**config.mk**
```make
export PLATFORM = sky130hd
export DESIGN_NAME = motion_to_tap_accumulator
export DESIGN_NICKNAME = d
export VERILOG_FILES = /design/src/mtta_pkg.sv /design/src/mtta_ctrl.sv /design/src/mtta_dp.sv /design/src/motion_to_tap_accumulator.sv
export SDC_FILE = /design/constraint.sdc
export NUM_CORES = 1
export LEC_CHECK = 0
export BUFFER_PORTS_ARGS = -buffer_cell sky130_fd_sc_hd__buf_2
export CORE_ASPECT_RATIO = 1.1
export CORE_MARGIN = 1.5
export CORE_UTILIZATION = 40
export CTS_BUF_LIST = sky130_fd_sc_hd__clkbuf_4 sky130_fd_sc_hd__clkbuf_8
export DETAILED_ROUTE_END_ITERATION = 7
export GPL_ROUTABILITY_DRIVEN = 0
export GPL_TIMING_DRIVEN = 1
export PLACE_DENSITY = 0.66
export SLEW_MARGIN = 25
export SYNTH_ARGS = -nofsm -noshare
export SYNTH_HDL_FRONTEND = slang
export SYNTH_SLANG_ARGS = --single-unit
```
**constraint.sdc**
```tcl
create_clock -name aclk -period 7.7 [get_ports aclk]
set_input_delay 0.385 -clock aclk [delete_from_list [all_inputs] [get_ports aclk]]
set_output_delay 0.385 -clock aclk [all_outputs]
set_load 0.02 [all_outputs]
```
**src/mtta_pkg.sv**
```systemverilog
`timescale 1ns / 1ps

package mtta_pkg;

    localparam int MAX_AXES  = 4;
    localparam int AXIS_W    = 2;
    localparam int CNT_W     = 3;   // width of axis_count register
    localparam int IDX_W     = 3;   // width of configuration index
    localparam int MAG_W     = 17;  // |accumulator + motion| fits here
    localparam int ACC_W     = 17;
    localparam int DIV_STEPS = MAG_W;
    localparam int STEP_W    = 5;

    localparam logic [IDX_W-1:0] REG_MATCH_TYPE    = 3'd0;
    localparam logic [IDX_W-1:0] REG_TAP_THRESHOLD = 3'd1;
    localparam logic [IDX_W-1:0] REG_AXIS_COUNT    = 3'd2;
    localparam logic [IDX_W-1:0] REG_AXIS_CODE_0   = 3'd3;
    localparam logic [IDX_W-1:0] REG_AXIS_CODE_1   = 3'd4;
    localparam logic [IDX_W-1:0] REG_AXIS_CODE_2   = 3'd5;
    localparam logic [IDX_W-1:0] REG_AXIS_CODE_3   = 3'd6;

    localparam logic [15:0] MATCH_TYPE_RST = 16'd2;
    localparam logic [15:0] THRESHOLD_RST  = 16'd10;

    typedef enum logic [1:0] {
        ST_IDLE,
        ST_LOOKUP,
        ST_DIVIDE,
        ST_DONE
    } state_t;

    typedef struct packed {
        logic load_in;
        logic lookup;
        logic div_step;
        logic load_out;
    } ctrl_cmd_t;

    typedef struct packed {
        logic hit;
        logic div_last;
        logic out_free;
    } dp_status_t;

endpackage

```
**src/mtta_ctrl.sv**
```systemverilog
`timescale 1ns / 1ps

module mtta_ctrl (
    input  logic                aclk,
    input  logic                aresetn,
    input  logic                s_valid,
    output logic                s_ready,
    input  mtta_pkg::dp_status_t status,
    output mtta_pkg::ctrl_cmd_t  cmd
);

    mtta_pkg::state_t state_reg;
    mtta_pkg::state_t state_next;

    always_ff @(posedge aclk) begin
        if (!aresetn) begin
            state_reg <= mtta_pkg::ST_IDLE;
        end else begin
            state_reg <= state_next;
        end
    end

    always_comb begin
        state_next = state_reg;
        unique case (state_reg)
            mtta_pkg::ST_IDLE: begin
                if (s_valid) state_next = mtta_pkg::ST_LOOKUP;
            end
            mtta_pkg::ST_LOOKUP: begin
                state_next = status.hit ? mtta_pkg::ST_DIVIDE : mtta_pkg::ST_DONE;
            end
            mtta_pkg::ST_DIVIDE: begin
                if (status.div_last) state_next = mtta_pkg::ST_DONE;
            end
            mtta_pkg::ST_DONE: begin
                if (status.out_free) state_next = mtta_pkg::ST_IDLE;
            end
            default: state_next = mtta_pkg::ST_IDLE;
        endcase
    end

    always_comb begin
        cmd     = '0;
        s_ready = 1'b0;
        unique case (state_reg)
            mtta_pkg::ST_IDLE: begin
                s_ready     = 1'b1;
                cmd.load_in = s_valid;
            end
            mtta_pkg::ST_LOOKUP: cmd.lookup   = 1'b1;
            mtta_pkg::ST_DIVIDE: cmd.div_step = 1'b1;
            mtta_pkg::ST_DONE:   cmd.load_out = status.out_free;
            default: ;
        endcase
    end

endmodule

```
**src/mtta_dp.sv**
```systemverilog
`timescale 1ns / 1ps

module mtta_dp (
    input  logic                         aclk,
    input  logic                         aresetn,
    input  logic                         cfg_valid,
    input  logic [mtta_pkg::IDX_W-1:0]   cfg_index,
    input  logic [15:0]                  cfg_data,
    input  logic [15:0]                  s_event_type,
    input  logic [15:0]                  s_event_code,
    input  logic signed [15:0]           s_motion,
    input  logic [7:0]                   s_source_device,
    input  mtta_pkg::ctrl_cmd_t          cmd,
    output mtta_pkg::dp_status_t         status,
    output logic                         m_valid,
    input  logic                         m_ready,
    output logic                         m_consumed,
    output logic signed [15:0]           m_out_motion,
    output logic [2:0]                   m_binding_index,
    output logic [15:0]                  m_tap_count,
    output logic [7:0]                   m_tap_device
);

    // configuration
    logic [15:0]                match_type_reg;
    logic [15:0]                threshold_reg;
    logic [mtta_pkg::CNT_W-1:0] axis_count_reg;
    logic [15:0]                axis_code_reg [mtta_pkg::MAX_AXES];

    // per-axis state
    logic signed [mtta_pkg::ACC_W-1:0] acc_reg [mtta_pkg::MAX_AXES];

    // captured beat
    logic [15:0]        type_reg;
    logic [15:0]        code_reg;
    logic signed [15:0] motion_reg;
    logic [7:0]         dev_reg;

    // divider and bookkeeping
    logic                              hit_reg;
    logic [mtta_pkg::AXIS_W-1:0]       axis_reg;
    logic                              pos_reg;
    logic [15:0]                       t_reg;
    logic [mtta_pkg::MAG_W-1:0]        dvd_reg;
    logic [15:0]                       rem_reg;
    logic [mtta_pkg::STEP_W-1:0]       step_reg;

    logic                              m_valid_reg;
    logic                              consumed_reg;
    logic signed [15:0]                out_motion_reg;
    logic [2:0]                        binding_reg;
    logic [15:0]                       tap_count_reg;
    logic [7:0]                        tap_dev_reg;

    // lookup
    logic [mtta_pkg::CNT_W-1:0]        limit;
    logic                              hit;
    logic [mtta_pkg::AXIS_W-1:0]       axis;
    logic signed [mtta_pkg::ACC_W:0]   sum;
    logic                              pos;
    logic [mtta_pkg::MAG_W-1:0]        mag;

    // divider step
    logic [16:0] trial;
    logic        ge;
    logic [16:0] trial_diff;

    logic [15:0]                       q_sat;
    logic signed [mtta_pkg::ACC_W-1:0] acc_new;

    always_comb begin
        limit = (axis_count_reg > mtta_pkg::CNT_W'(mtta_pkg::MAX_AXES))
              ? mtta_pkg::CNT_W'(mtta_pkg::MAX_AXES) : axis_count_reg;
        hit  = 1'b0;
        axis = '0;
        // descending so the lowest matching axis wins
        for (int a = mtta_pkg::MAX_AXES - 1; a >= 0; a--) begin
            if ((mtta_pkg::CNT_W'(a) < limit) && (axis_code_reg[a] == code_reg)
                && (type_reg == match_type_reg)) begin
                hit  = 1'b1;
                axis = mtta_pkg::AXIS_W'(a);
            end
        end
        sum = (mtta_pkg::ACC_W+1)'(acc_reg[axis]) + (mtta_pkg::ACC_W+1)'(motion_reg);
        pos = (sum > 0);
        mag = pos ? sum[mtta_pkg::MAG_W-1:0] : mtta_pkg::MAG_W'(-sum);
    end

    assign trial      = {rem_reg, dvd_reg[mtta_pkg::MAG_W-1]};
    assign trial_diff = trial - {1'b0, t_reg};
    assign ge         = (trial >= {1'b0, t_reg});

    assign q_sat   = dvd_reg[16] ? 16'hFFFF : dvd_reg[15:0];
    assign acc_new = pos_reg ? mtta_pkg::ACC_W'({1'b0, rem_reg})
                             : mtta_pkg::ACC_W'(-{1'b0, rem_reg});

    // configuration port
    always_ff @(posedge aclk) begin
        if (!aresetn) begin
            match_type_reg <= mtta_pkg::MATCH_TYPE_RST;
            threshold_reg  <= mtta_pkg::THRESHOLD_RST;
            axis_count_reg <= '0;
            for (int a = 0; a < mtta_pkg::MAX_AXES; a++) axis_code_reg[a] <= '0;
        end else if (cfg_valid) begin
            unique case (cfg_index)
                mtta_pkg::REG_MATCH_TYPE:    match_type_reg   <= cfg_data;
                mtta_pkg::REG_TAP_THRESHOLD: threshold_reg    <= cfg_data;
                mtta_pkg::REG_AXIS_COUNT:    axis_count_reg   <= cfg_data[mtta_pkg::CNT_W-1:0];
                mtta_pkg::REG_AXIS_CODE_0:   axis_code_reg[0] <= cfg_data;
                mtta_pkg::REG_AXIS_CODE_1:   axis_code_reg[1] <= cfg_data;
                mtta_pkg::REG_AXIS_CODE_2:   axis_code_reg[2] <= cfg_data;
                mtta_pkg::REG_AXIS_CODE_3:   axis_code_reg[3] <= cfg_data;
                default: ;
            endcase
        end
    end

    always_ff @(posedge aclk) begin
        if (!aresetn) begin
            for (int a = 0; a < mtta_pkg::MAX_AXES; a++) acc_reg[a] <= '0;
        end else if (cmd.load_out && hit_reg) begin
            acc_reg[axis_reg] <= acc_new;
        end
    end

    always_ff @(posedge aclk) begin
        if (!aresetn) begin
            m_valid_reg <= 1'b0;
        end else if (cmd.load_out) begin
            m_valid_reg <= 1'b1;
        end else if (m_ready) begin
            m_valid_reg <= 1'b0;
        end
    end

    // payload, no reset
    always_ff @(posedge aclk) begin
        if (cmd.load_in) begin
            type_reg   <= s_event_type;
            code_reg   <= s_event_code;
            motion_reg <= s_motion;
            dev_reg    <= s_source_device;
        end
        if (cmd.lookup) begin
            hit_reg  <= hit;
            axis_reg <= axis;
            pos_reg  <= pos;
            t_reg    <= (threshold_reg == '0) ? 16'd1 : threshold_reg;
            dvd_reg  <= mag;
            rem_reg  <= '0;
            step_reg <= '0;
        end else if (cmd.div_step) begin
            // restoring division, one quotient bit per cycle
            rem_reg  <= ge ? trial_diff[15:0] : trial[15:0];
            dvd_reg  <= {dvd_reg[mtta_pkg::MAG_W-2:0], ge};
            step_reg <= step_reg + 1'b1;
        end
        if (cmd.load_out) begin
            consumed_reg   <= hit_reg;
            out_motion_reg <= hit_reg ? 16'sd0 : motion_reg;
            binding_reg    <= (hit_reg && (dvd_reg != '0)) ? {axis_reg, pos_reg} : 3'd0;
            tap_count_reg  <= hit_reg ? q_sat : 16'd0;
            tap_dev_reg    <= hit_reg ? dev_reg : 8'd0;
        end
    end

    assign status.hit      = hit;
    assign status.div_last = (step_reg == mtta_pkg::STEP_W'(mtta_pkg::DIV_STEPS - 1));
    assign status.out_free = !m_valid_reg || m_ready;

    assign m_valid         = m_valid_reg;
    assign m_consumed      = consumed_reg;
    assign m_out_motion    = out_motion_reg;
    assign m_binding_index = binding_reg;
    assign m_tap_count     = tap_count_reg;
    assign m_tap_device    = tap_dev_reg;

endmodule

```
**src/motion_to_tap_accumulator.sv**
```systemverilog
`timescale 1ns / 1ps
// Channel   | Direction | Ports
// ----------+-----------+--------------------------------------------------------
// input     | in        | s_valid/s_ready, s_event_type, s_event_code, s_motion,
//           |           | s_source_device
// result    | out       | m_valid/m_ready, m_consumed, m_out_motion,
//           |           | m_binding_index, m_tap_count, m_tap_device
// config    | in        | cfg_valid/cfg_ready, cfg_index, cfg_data
//
// A matched event holds the block through accept, axis lookup, 17 steps of the
// bit-serial divider and output load; m_valid is set by a register at the output load.
// Pass-through skips the divider: accept, axis lookup, output load.
// One event in flight; the next is taken while the previous result waits.
// Synchronous active-low reset restores config, clears accumulators and handshakes.
// A stalled result holds the next event in its output load step until m_ready.

module motion_to_tap_accumulator (
    input  logic                       aclk,
    input  logic                       aresetn,
    input  logic                       cfg_valid,
    output logic                       cfg_ready,
    input  logic [mtta_pkg::IDX_W-1:0] cfg_index,
    input  logic [15:0]                cfg_data,
    input  logic                       s_valid,
    output logic                       s_ready,
    input  logic [15:0]                s_event_type,
    input  logic [15:0]                s_event_code,
    input  logic signed [15:0]         s_motion,
    input  logic [7:0]                 s_source_device,
    output logic                       m_valid,
    input  logic                       m_ready,
    output logic                       m_consumed,
    output logic signed [15:0]         m_out_motion,
    output logic [2:0]                 m_binding_index,
    output logic [15:0]                m_tap_count,
    output logic [7:0]                 m_tap_device
);

    mtta_pkg::ctrl_cmd_t  cmd;
    mtta_pkg::dp_status_t status;

    assign cfg_ready = 1'b1;

    mtta_ctrl u_ctrl (
        .aclk    (aclk),
        .aresetn (aresetn),
        .s_valid (s_valid),
        .s_ready (s_ready),
        .status  (status),
        .cmd     (cmd)
    );

    mtta_dp u_dp (
        .aclk            (aclk),
        .aresetn         (aresetn),
        .cfg_valid       (cfg_valid),
        .cfg_index       (cfg_index),
        .cfg_data        (cfg_data),
        .s_event_type    (s_event_type),
        .s_event_code    (s_event_code),
        .s_motion        (s_motion),
        .s_source_device (s_source_device),
        .cmd             (cmd),
        .status          (status),
        .m_valid         (m_valid),
        .m_ready         (m_ready),
        .m_consumed      (m_consumed),
        .m_out_motion    (m_out_motion),
        .m_binding_index (m_binding_index),
        .m_tap_count     (m_tap_count),
        .m_tap_device    (m_tap_device)
    );

endmodule

```
Word-level counts from Yosys, hierarchy flattened:

Memory sizes are Yosys's and may differ from the RTL's.
Index checks and enable logic that the tools add are counted.

* memory bits (writable): 132
* input bits: 80
* logic and storage cells: 134
* memories kept: 2
* bits in registers: 196

* equal/unequal tests: 18
* $add $sub $neg: 5
* mux-type cells: 54
* magnitude comparators: 7
* reductions and logical operators: 23
* bitwise logic cells: 4

Memory list
* u_dp.acc_reg: words 4, width 17, rd ports 1, clocked after memory_dff 0, wr ports 4, line mtta_dp.sv:31 `logic signed [mtta_pkg::ACC_W-1:0] acc_reg [mtta_pkg::MAX_AXES];`
* u_dp.axis_code_reg: words 4, width 16, rd ports 4, clocked after memory_dff 0, wr ports 4, line mtta_dp.sv:28 `logic [15:0] axis_code_reg [mtta_pkg::MAX_AXES];`

Operator list (count)
* 16-bit 2-to-1 mux: 6
* 17-bit 2-to-1 mux: 5
* 16-bit == test: 5
* 1-bit 2-to-1 mux: 33
* 17-bit by 16-bit adder with 18-bit output: 1
* 18-bit by 1-bit greater-than comparator with 1-bit output, second input constant: 1
* 17-bit by 16-bit greater-or-equal comparator with 1-bit output: 1
* 16-bit negator with 17-bit output: 1
* 17-bit negator: 1
* 17-bit nonzero test: 1
* 17-bit OR reduction: 1
* 16-bit zero test: 1
* 2-bit 2-to-1 mux: 8
* 16-bit subtractor: 1
* 1-bit logical AND: 10
* 3-bit == test, second input constant: 3
* 2-bit one-hot mux with 4 select lines: 1
* 3-bit by 2-bit == test with 1-bit output, second input constant: 2
* 1-bit by 3-bit less-than comparator with 1-bit output, first input constant: 2
* 2-bit by 3-bit less-than comparator with 1-bit output, first input constant: 2
* 2-bit AND reduction: 3
* 5-bit by 1-bit adder with 5-bit output, second input constant: 1
* 5-bit == test, second input constant: 1
* 2-bit == test, second input constant: 2
* other kinds (13): 18

Logic depth before layout (Yosys ltp):

Gate-level depths: netlist of the first run.
An unclocked memory read counts as a cell.

* word-level depth: 14
* mapped depth: 24
* gate-level depth less buffers: 21

Hierarchy:

From an unflattened synthesis of the first run, not the netlist that was laid out.

* cell total of the unflattened synthesis: 1399
* area, all modules: 16020.4 sq um

By module, submodules not included
* mtta_dp: seq. area each 9218.8 sq um, cells each 1372, instances 1, area an instance 15783.9 sq um
* mtta_ctrl: seq. area each 40.0 sq um, cells each 25, instances 1, area an instance 225.2 sq um
* motion_to_tap_accumulator: seq. area each 0.0 sq um, cells each 2, instances 1, area an instance 11.3 sq um

Worst setup path before layout of the first run:

OpenSTA, ideal clock, no wires.

* path type: register to register
* from: reg u_dp.code_reg[10]
* to: reg u_dp.dvd_reg[1] (netlist bit), data pin
* setup time: 0.271 ns
* arrival time: 6.092 ns
* stages on the path, launching flop included: 23
* path slack: 1.337 ns
* path buffers: 3
* path through: edfxtp_1 -> xor2_1 -> nor4_1 -> nand2_1 -> or4_1 -> nor2b_1 -> nor3_1 -> buf_1 -> clkbuf_1 -> mux2i_1 -> ha_1 -> inv_1 -> fa_1 -> nand2b_1 -> a21oi_1 -> o211ai_1 -> o211a_1 -> or4_4 -> or3_1 -> buf_2 -> o41ai_4 -> mux2i_1 -> a21oi_1

* longest elaborated chain between the ends: 12
* elaborated cells on any way between the ends: 22
* those cells by class: 2 x add/sub; 1 x order compare; 4 x eq/ne; 6 x mux; 8 x reduce/logical; 1 x memory

Ends and longest elaborated chain
* start, declared: line mtta_dp.sv:35 `logic [15:0] code_reg;`
* start signal, assigned: line mtta_dp.sv:140 `code_reg <= s_event_code;`
* 16-bit == test: line mtta_dp.sv:78 `if ((mtta_pkg::CNT_W'(a) < limit) && (axis_code_reg[a] == code_reg)`
* 1-bit logical AND: line mtta_dp.sv:78
* 1-bit logical AND: line mtta_dp.sv:79 `&& (type_reg == match_type_reg)) begin`
* 2-bit 2-to-1 mux (3 in a row): line mtta_dp.sv:78
* 2-bit 2-to-1 mux *: line mtta_dp.sv:78
* memory 4 x 17 bit *
* 17-bit by 16-bit adder with 18-bit output *: line mtta_dp.sv:84 `sum = (mtta_pkg::ACC_W+1)'(acc_reg[axis]) + (mtta_pkg::ACC_W+1)'(motion_reg);`
* 17-bit negator or 18-bit by 1-bit greater-than comparator with 1-bit output (tied branches): line mtta_dp.sv:86, mtta_dp.sv:85
* 17-bit 2-to-1 mux *: line mtta_dp.sv:86 `mag = pos ? sum[mtta_pkg::MAG_W-1:0] : mtta_pkg::MAG_W'(-sum);`
* 17-bit 2-to-1 mux *: line mtta_dp.sv:144 `if (cmd.lookup) begin`
* end signal, assigned: line mtta_dp.sv:149 `dvd_reg <= mag;`
* end signal, assigned: line mtta_dp.sv:155 `dvd_reg <= {dvd_reg[mtta_pkg::MAG_W-2:0], ge};`
* end, declared: line mtta_dp.sv:44 `logic [mtta_pkg::MAG_W-1:0] dvd_reg;`

Mark *: on every way between the ends. The rest lies on a longest branch, timed or not.
A chain may end at the register's enable or synchronous reset.

Final worst setup path of the first run:

* from: reg u_dp.type_reg[1]
* to: reg u_dp.dvd_reg[1] (netlist bit), data pin

* longest elaborated chain between the ends: 11
* elaborated cells on any way between the ends: 15
* those cells by class: 2 x add/sub; 1 x order compare; 1 x eq/ne; 6 x mux; 4 x reduce/logical; 1 x memory

Ends and longest elaborated chain
* start, declared: line mtta_dp.sv:34 `logic [15:0] type_reg;`
* start signal, assigned: line mtta_dp.sv:139 `type_reg <= s_event_type;`
* 16-bit == test *: line mtta_dp.sv:79
* 1-bit logical AND: line mtta_dp.sv:79
* 2-bit 2-to-1 mux (3 in a row): line mtta_dp.sv:78
* 2-bit 2-to-1 mux *: line mtta_dp.sv:78
* memory 4 x 17 bit *
* 17-bit by 16-bit adder with 18-bit output *: line mtta_dp.sv:84
* 17-bit negator or 18-bit by 1-bit greater-than comparator with 1-bit output (tied branches): line mtta_dp.sv:86, mtta_dp.sv:85
* 17-bit 2-to-1 mux *: line mtta_dp.sv:86
* 17-bit 2-to-1 mux *: line mtta_dp.sv:144

Marks and branches as above.

==> results.ini, run 1 <==
[hold_path]
hold_path_class=in2reg
hold_depth=3
min_to=u_dp.match_type_reg[3]
hp-start=cfg_data[3]

[die]
ioPinCount=127
coreArea_sq_mm=0.03908
std_cell_rows=76
initial_core_util_pct=40.57
die_width_microns=192.8
die_area_sq_mm=0.04085
die_h_microns=211.8

[clock_tree]
post_cts_buffers=0
clk_pin_slew_ns=0.06
clock_latency_ns=0.59
clock_sinks=328
cts_tree=done
cts-buffers-inserted=53
clockBufferDepth=3
root_buffer=clkbuf_8
ctsHtreeMaxLevel=2

[timing]
skew_ns=0.01430
tns_ns=0
clock.fmax_mhz=150.4
hold_violations=0
slew_viol_final=0
grt_setup_unrepaired=false
relSlewSlack_pct=37.91
fin_crit_ns=6.651
hold_ws_ns=0.1186
period_share_pct=86.37
worst_pin_slew_ns=0.9280
setup_viol=0

[logic_synthesis]
synth.avg_cell_area_sq_um=11.37
ys_ff_latch=328
ys_seq_area_share_pct=58.39
syn_area_sq_mm=0.01586
syn_inst=1395
syn_nets=1518
synth_warnings=0
ys_async_sr_fraction_pct=0
ys.flop_type=edfxtp_1
synth_edf_count=269
ys_types=63

[finish]
largest_reg_flops=68
diodes=0
n_fill_cell=3494
final_common_cell=edfxtp_1
multi_input_area_sq_mm=0.006177
syn_to_final_growth_pct=17.82
fin_nets=1702
layout_common_cells=269 x edfxtp_1, 149 x nor2_1, 125 x buf_2, 111 x nand2_1, 84 x xor2_1
regArea_sq_mm=0.009259
fin_util_pct=47.81
drive_gt1_share_pct=15.38

[global_routing]
grt_pass1_wl_microns=56660
grt_max_degree=68
antenna_found_initial=0
grt_overflow_total=0
grt_pass1_vias=10930
grt.total_usage_pct=17.86

[critical_path]
end_kind=flop
crit_fanout=18
crit_arrival_ns=6.95
path_class=reg2reg
cp-start-kind=flop
cp_top_family=simple AND/OR/NAND/NOR gates
max_stage_delay_ns=0.66
slowest_stage=o41ai_4
cp_data_required_time_ns=8.00
r2r_slack_ns=1.05
rr_worst_depth=20
cp_num_buf_inv=1
timing.rr.start=u_dp.type_reg[1]
r2r-end=u_dp.dvd_reg[1]
path_cells=xor2_1, nor4_1, nand4_1, o21bai_1, nor4_1, nor2_1, o21ai_4, buf_4, mux2i_1, mux2_2, fa_1, nand2b_1, a21oi_1, o211ai_1, o211a_1, or4_4, or3_1, o41ai_4, mux2i_1, a21oi_1

[detailed_routing]
drtIter0Drc=581
drc_errors=0
firstDrtPassIters=5
vias=10850
postRouteAntennaNets=0
vias_per_cell=5.103
post_drt_wl_per_cell_microns=16.94
drt_wl_total_microns=36020

[flow_run]
cap_violations=0

[place]
io_buffer_count=125
hpwl_microns=24660

[power]
powerDensity_mw_per_mm2=307.8
leakagePower_nw=7.311
vdd_drop_max_uv=207.7

[run_status]
status=complete, no violations

-- per-stage QoR --
step,setup slack (ns),cell area [sq um],total power (W),instances
floorplan,1.337,15860,0.003740,1395
global placement,1.197,17010,0.004140,1975
detailed placement,0.9948,17020,0.004188,1975
CTS,0.9452,18680,0.005814,2126
global route,0.5823,18680,0.006107,2126
finish,1.049,18680,0.005751,2126
-- synthesized netlist by cell type, drive strengths merged, types with 40 or more instances --
library cell	instances	area [sq um]
edfxtp	269	8078
nor2	149	559.3
nand2	111	416.7
xor2	84	735.7
and2	76	475.5
a21oi	69	345.3
clkbuf	65	244.0
mux2i	61	610.6
dfxtp	59	1181
inv	52	195.2
ha	41	513.0
xnor2	40	350.3
-- logic make-up (layout without fill, tap and decap cells) --
kind of cell               after synthesis  count (layout)  share of synthesized area [%]
buffers and inverters                  121             345                          2.896
DFF                                    328             328                          58.39
AOI/OAI and AO/OA                      200             200                          8.403
adders and majority gates               43              43                          3.487
other                                    1               1                        0.02365
xor gates and xnor gates               124             124                          6.849
and+or+nand+nor                        514             514                          15.89
muxes                                   64              64                          4.063
-- per-layer routing --
metal	GRT usage, %	share of wire, %
met3	3.067	4.8
met2	31.91	50
met5	0	0
met4	6.014	2.5
met1	21.55	42
-- cell type report --
class / count / area share [%]
Multi-Input combinational cell: 946 / 33.06
Inverter: 52 / 1.045
Timing Repair Buffer: 198 / 7.031
Tap cell: 507 / 3.395
Clock buffer: 74 / 4.848
Sequential cell: 328 / 49.55
Clock inverter: 21 / 1.065
-- how the worst max path moves through the flow --
stage                           end  slack [ns]         startpoint  depth (start not counted)
finish              u_dp.dvd_reg[1]        1.05   u_dp.type_reg[1]                         20
global route        u_dp.dvd_reg[1]        0.58   u_dp.type_reg[1]                         20
CTS                 u_dp.dvd_reg[1]        0.95   u_dp.type_reg[1]                         20
detailed placement  u_dp.dvd_reg[1]        0.99   u_dp.type_reg[1]                         20
global placement    u_dp.dvd_reg[1]        1.20   u_dp.type_reg[1]                         20
floorplan           u_dp.dvd_reg[1]        1.34  u_dp.code_reg[10]                         22
-- power breakdown --
part / total, W / switching, W / internal [W]
Clock: 0.00158 / 0.000691 / 0.000893
Combinational: 0.00165 / 0.00101 / 0.000640
Sequential: 0.00252 / 0.000221 / 0.00230
-- what timing repair did --
item                      in CTS  in global routing
gates resized for setup        0                  0
hold buffers                  56                  0
hold endpoints to repair      56                  0
-- worst reg2reg max path, delay by kind of cell (launching register included) --
family	cells	cell delay [ns]
and+or+nand+nor	7	2.49
AOI/OAI and AO/OA	7	1.85
muxes	3	0.70
adders and majority gates	1	0.45
DFF	1	0.38
buffers and inverters	1	0.34
xor gates and xnor gates	1	0.16
Power figures use the tool's default switching activity.
==> run 2, diff against run 1 <==
CORE_ASPECT_RATIO = 1.4   (was 1.1)
==> run 2 against run 1 <==
  * Total power is 1.6% lower
  * Sequential share of layout area is 0.14 points higher
  * Final area is 0.29% lower
  * Global-route usage is 0.64 points higher
  * Highest routed layer unchanged
  * Setup slack worse by 0.076 ns
  * Non-clock buffer count is 5 lower
  * Critical path depth stayed put
  * Clock power is 7% lower
  * Utilization is 0.37 points lower
  * First-iteration DRC count is 2.6% lower
  * Via count is 0.88% higher
  * Count of clock-buffer cells in the layout stayed put
==> results.ini, run 2 (synthesis gave the netlist of run 1 again) <==
[detailed_routing]
post_drt_wl_per_cell_microns=17.45
drc_errors=0
drt_wl_total_microns=37430
vias=10950
drtIter0Drc=566
vias_per_cell=5.103
firstDrtPassIters=7
postRouteAntennaNets=0

[critical_path]
max_stage_delay_ns=0.66
crit_arrival_ns=7.05
cp_top_family=simple AND/OR/NAND/NOR gates
path_cells=xor2_1, nor4_1, nand4_1, o21bai_1, nor4_1, nor2_1, o21ai_4, buf_4, mux2i_1, mux2i_1, ha_1, o21ai_0, a21oi_1, o41ai_1, xnor2_1, or4_4, or3_1, o41ai_4, mux2i_1, a21oi_1
crit_fanout=30
cp-start-kind=flop
crit_path_frequent_cell=mux2i_1
cp_num_buf_inv=1
slowest_stage=o41ai_4
r2r-end=u_dp.dvd_reg[1]
rr_worst_depth=20
end_kind=flop
timing.rr.start=u_dp.type_reg[1]
r2r_slack_ns=0.97
path_class=reg2reg
cp_data_required_time_ns=8.02

[timing]
fin_crit_ns=6.727
clock.fmax_mhz=148.7
hold_violations=0
setup_viol=0
slew_viol_final=0
worst_pin_slew_ns=1.050
period_share_pct=87.36
skew_ns=0.02834
relSlewSlack_pct=29.97
tns_ns=0
grt_setup_unrepaired=false

[die]
die_h_microns=238.6
die_width_microns=171.3
die_area_sq_mm=0.04086
initial_core_util_pct=40.38
std_cell_rows=86
coreArea_sq_mm=0.03928
ioPinCount=127

[finish]
regArea_sq_mm=0.009259
fin_nets=1698
diodes=0
design_area_sq_mm=0.01863
layout_common_cells=269 x edfxtp_1, 147 x nor2_1, 125 x buf_2, 111 x nand2_1, 84 x xor2_1
largest_reg_flops=68
final_common_cell=edfxtp_1
syn_to_final_growth_pct=17.48
n_fill_cell=3548
drive_gt1_share_pct=15.40
multi_input_area_sq_mm=0.006201

[global_routing]
grt_max_degree=67
grt_pass1_wl_microns=58610
grt.total_usage_pct=18.51
grt_pass1_vias=11190
antenna_found_initial=0
grt_overflow_total=0

[clock_tree]
clock_latency_ns=0.62
ctsHtreeMaxLevel=2
clock_sinks=328
cts_resized=0
root_buffer=clkbuf_8
clockBufferDepth=3
cts_tree=done
cts-buffers-inserted=54
clk_pin_slew_ns=0.06

[hold_path]
hold_depth=3
hold_path_class=in2reg
min_to=u_dp.threshold_reg[5]
hp-start=cfg_data[5]

[place]
dpl_cell_area_sq_mm=0.01703
hpwl_microns=25930
io_buffer_count=125

[flow_run]
cap_violations=0

[power]
leakagePower_nw=7.257
power_w=0.005657
vdd_drop_max_uv=192.8
powerDensity_mw_per_mm2=303.6

[run_status]
status=complete, no violations

run 2: how the worst max path moves through the flow:
stage	from	endpoint	cells past startpoint
after floorplan	u_dp.code_reg[10]	u_dp.dvd_reg[1]	22
after global placement	u_dp.type_reg[1]	u_dp.dvd_reg[1]	20
after detailed placement	u_dp.type_reg[0]	u_dp.dvd_reg[1]	20
after global routing	u_dp.type_reg[0]	u_dp.dvd_reg[7]	20
after CTS	u_dp.type_reg[0]	u_dp.dvd_reg[1]	20
final	u_dp.type_reg[1]	u_dp.dvd_reg[1]	20
run 2: per-stage QoR:
step	std cells	hold WS [ns]	setup slack [ns]	utilization, %
floorplan	1395	0.4244	1.337	-
global placement	1991	0.4384	1.120	43.33
detailed placement	1991	0.4469	0.9394	43.36
CTS	2145	0.07566	0.9281	47.43
global route	2145	0.09912	0.4194	47.44
finish	2145	0.1088	0.9729	47.44
run 2: final cells by class:
class	count	area share [%]
inverter	52	1.048
clock inverter	24	0.6783
sequential	328	49.70
clock buffer	74	4.896
tap	528	3.546
multi-input combinational	946	33.28
timing repair buffer	193	6.850
run 2: tightest hold or removal path, cell delays in order:
cell and delay (ns):
buf_2 0.15, nand2_1 0.07, a21oi_1 0.05
run 2: timing repair:
item,CTS,global route
buffers inserted,0,0
hold endpoints to repair,56,0
hold buffers,56,0
run 2: routing by layer:
layer / wire length [microns] / global-route usage (%) / share of wire [%]
met5: 0 / 0 / 0
met4: 1045 / 6.619 / 2.8
met3: 1281 / 2.649 / 3.4
met2: 20380 / 35.42 / 54
met1: 14730 / 20.46 / 39
run 2: power breakdown:
part           switching [W]  internal (W)
Clock               0.000696      0.000771
Sequential          0.000220       0.00230
Combinational        0.00103      0.000637
Total                0.00195       0.00371
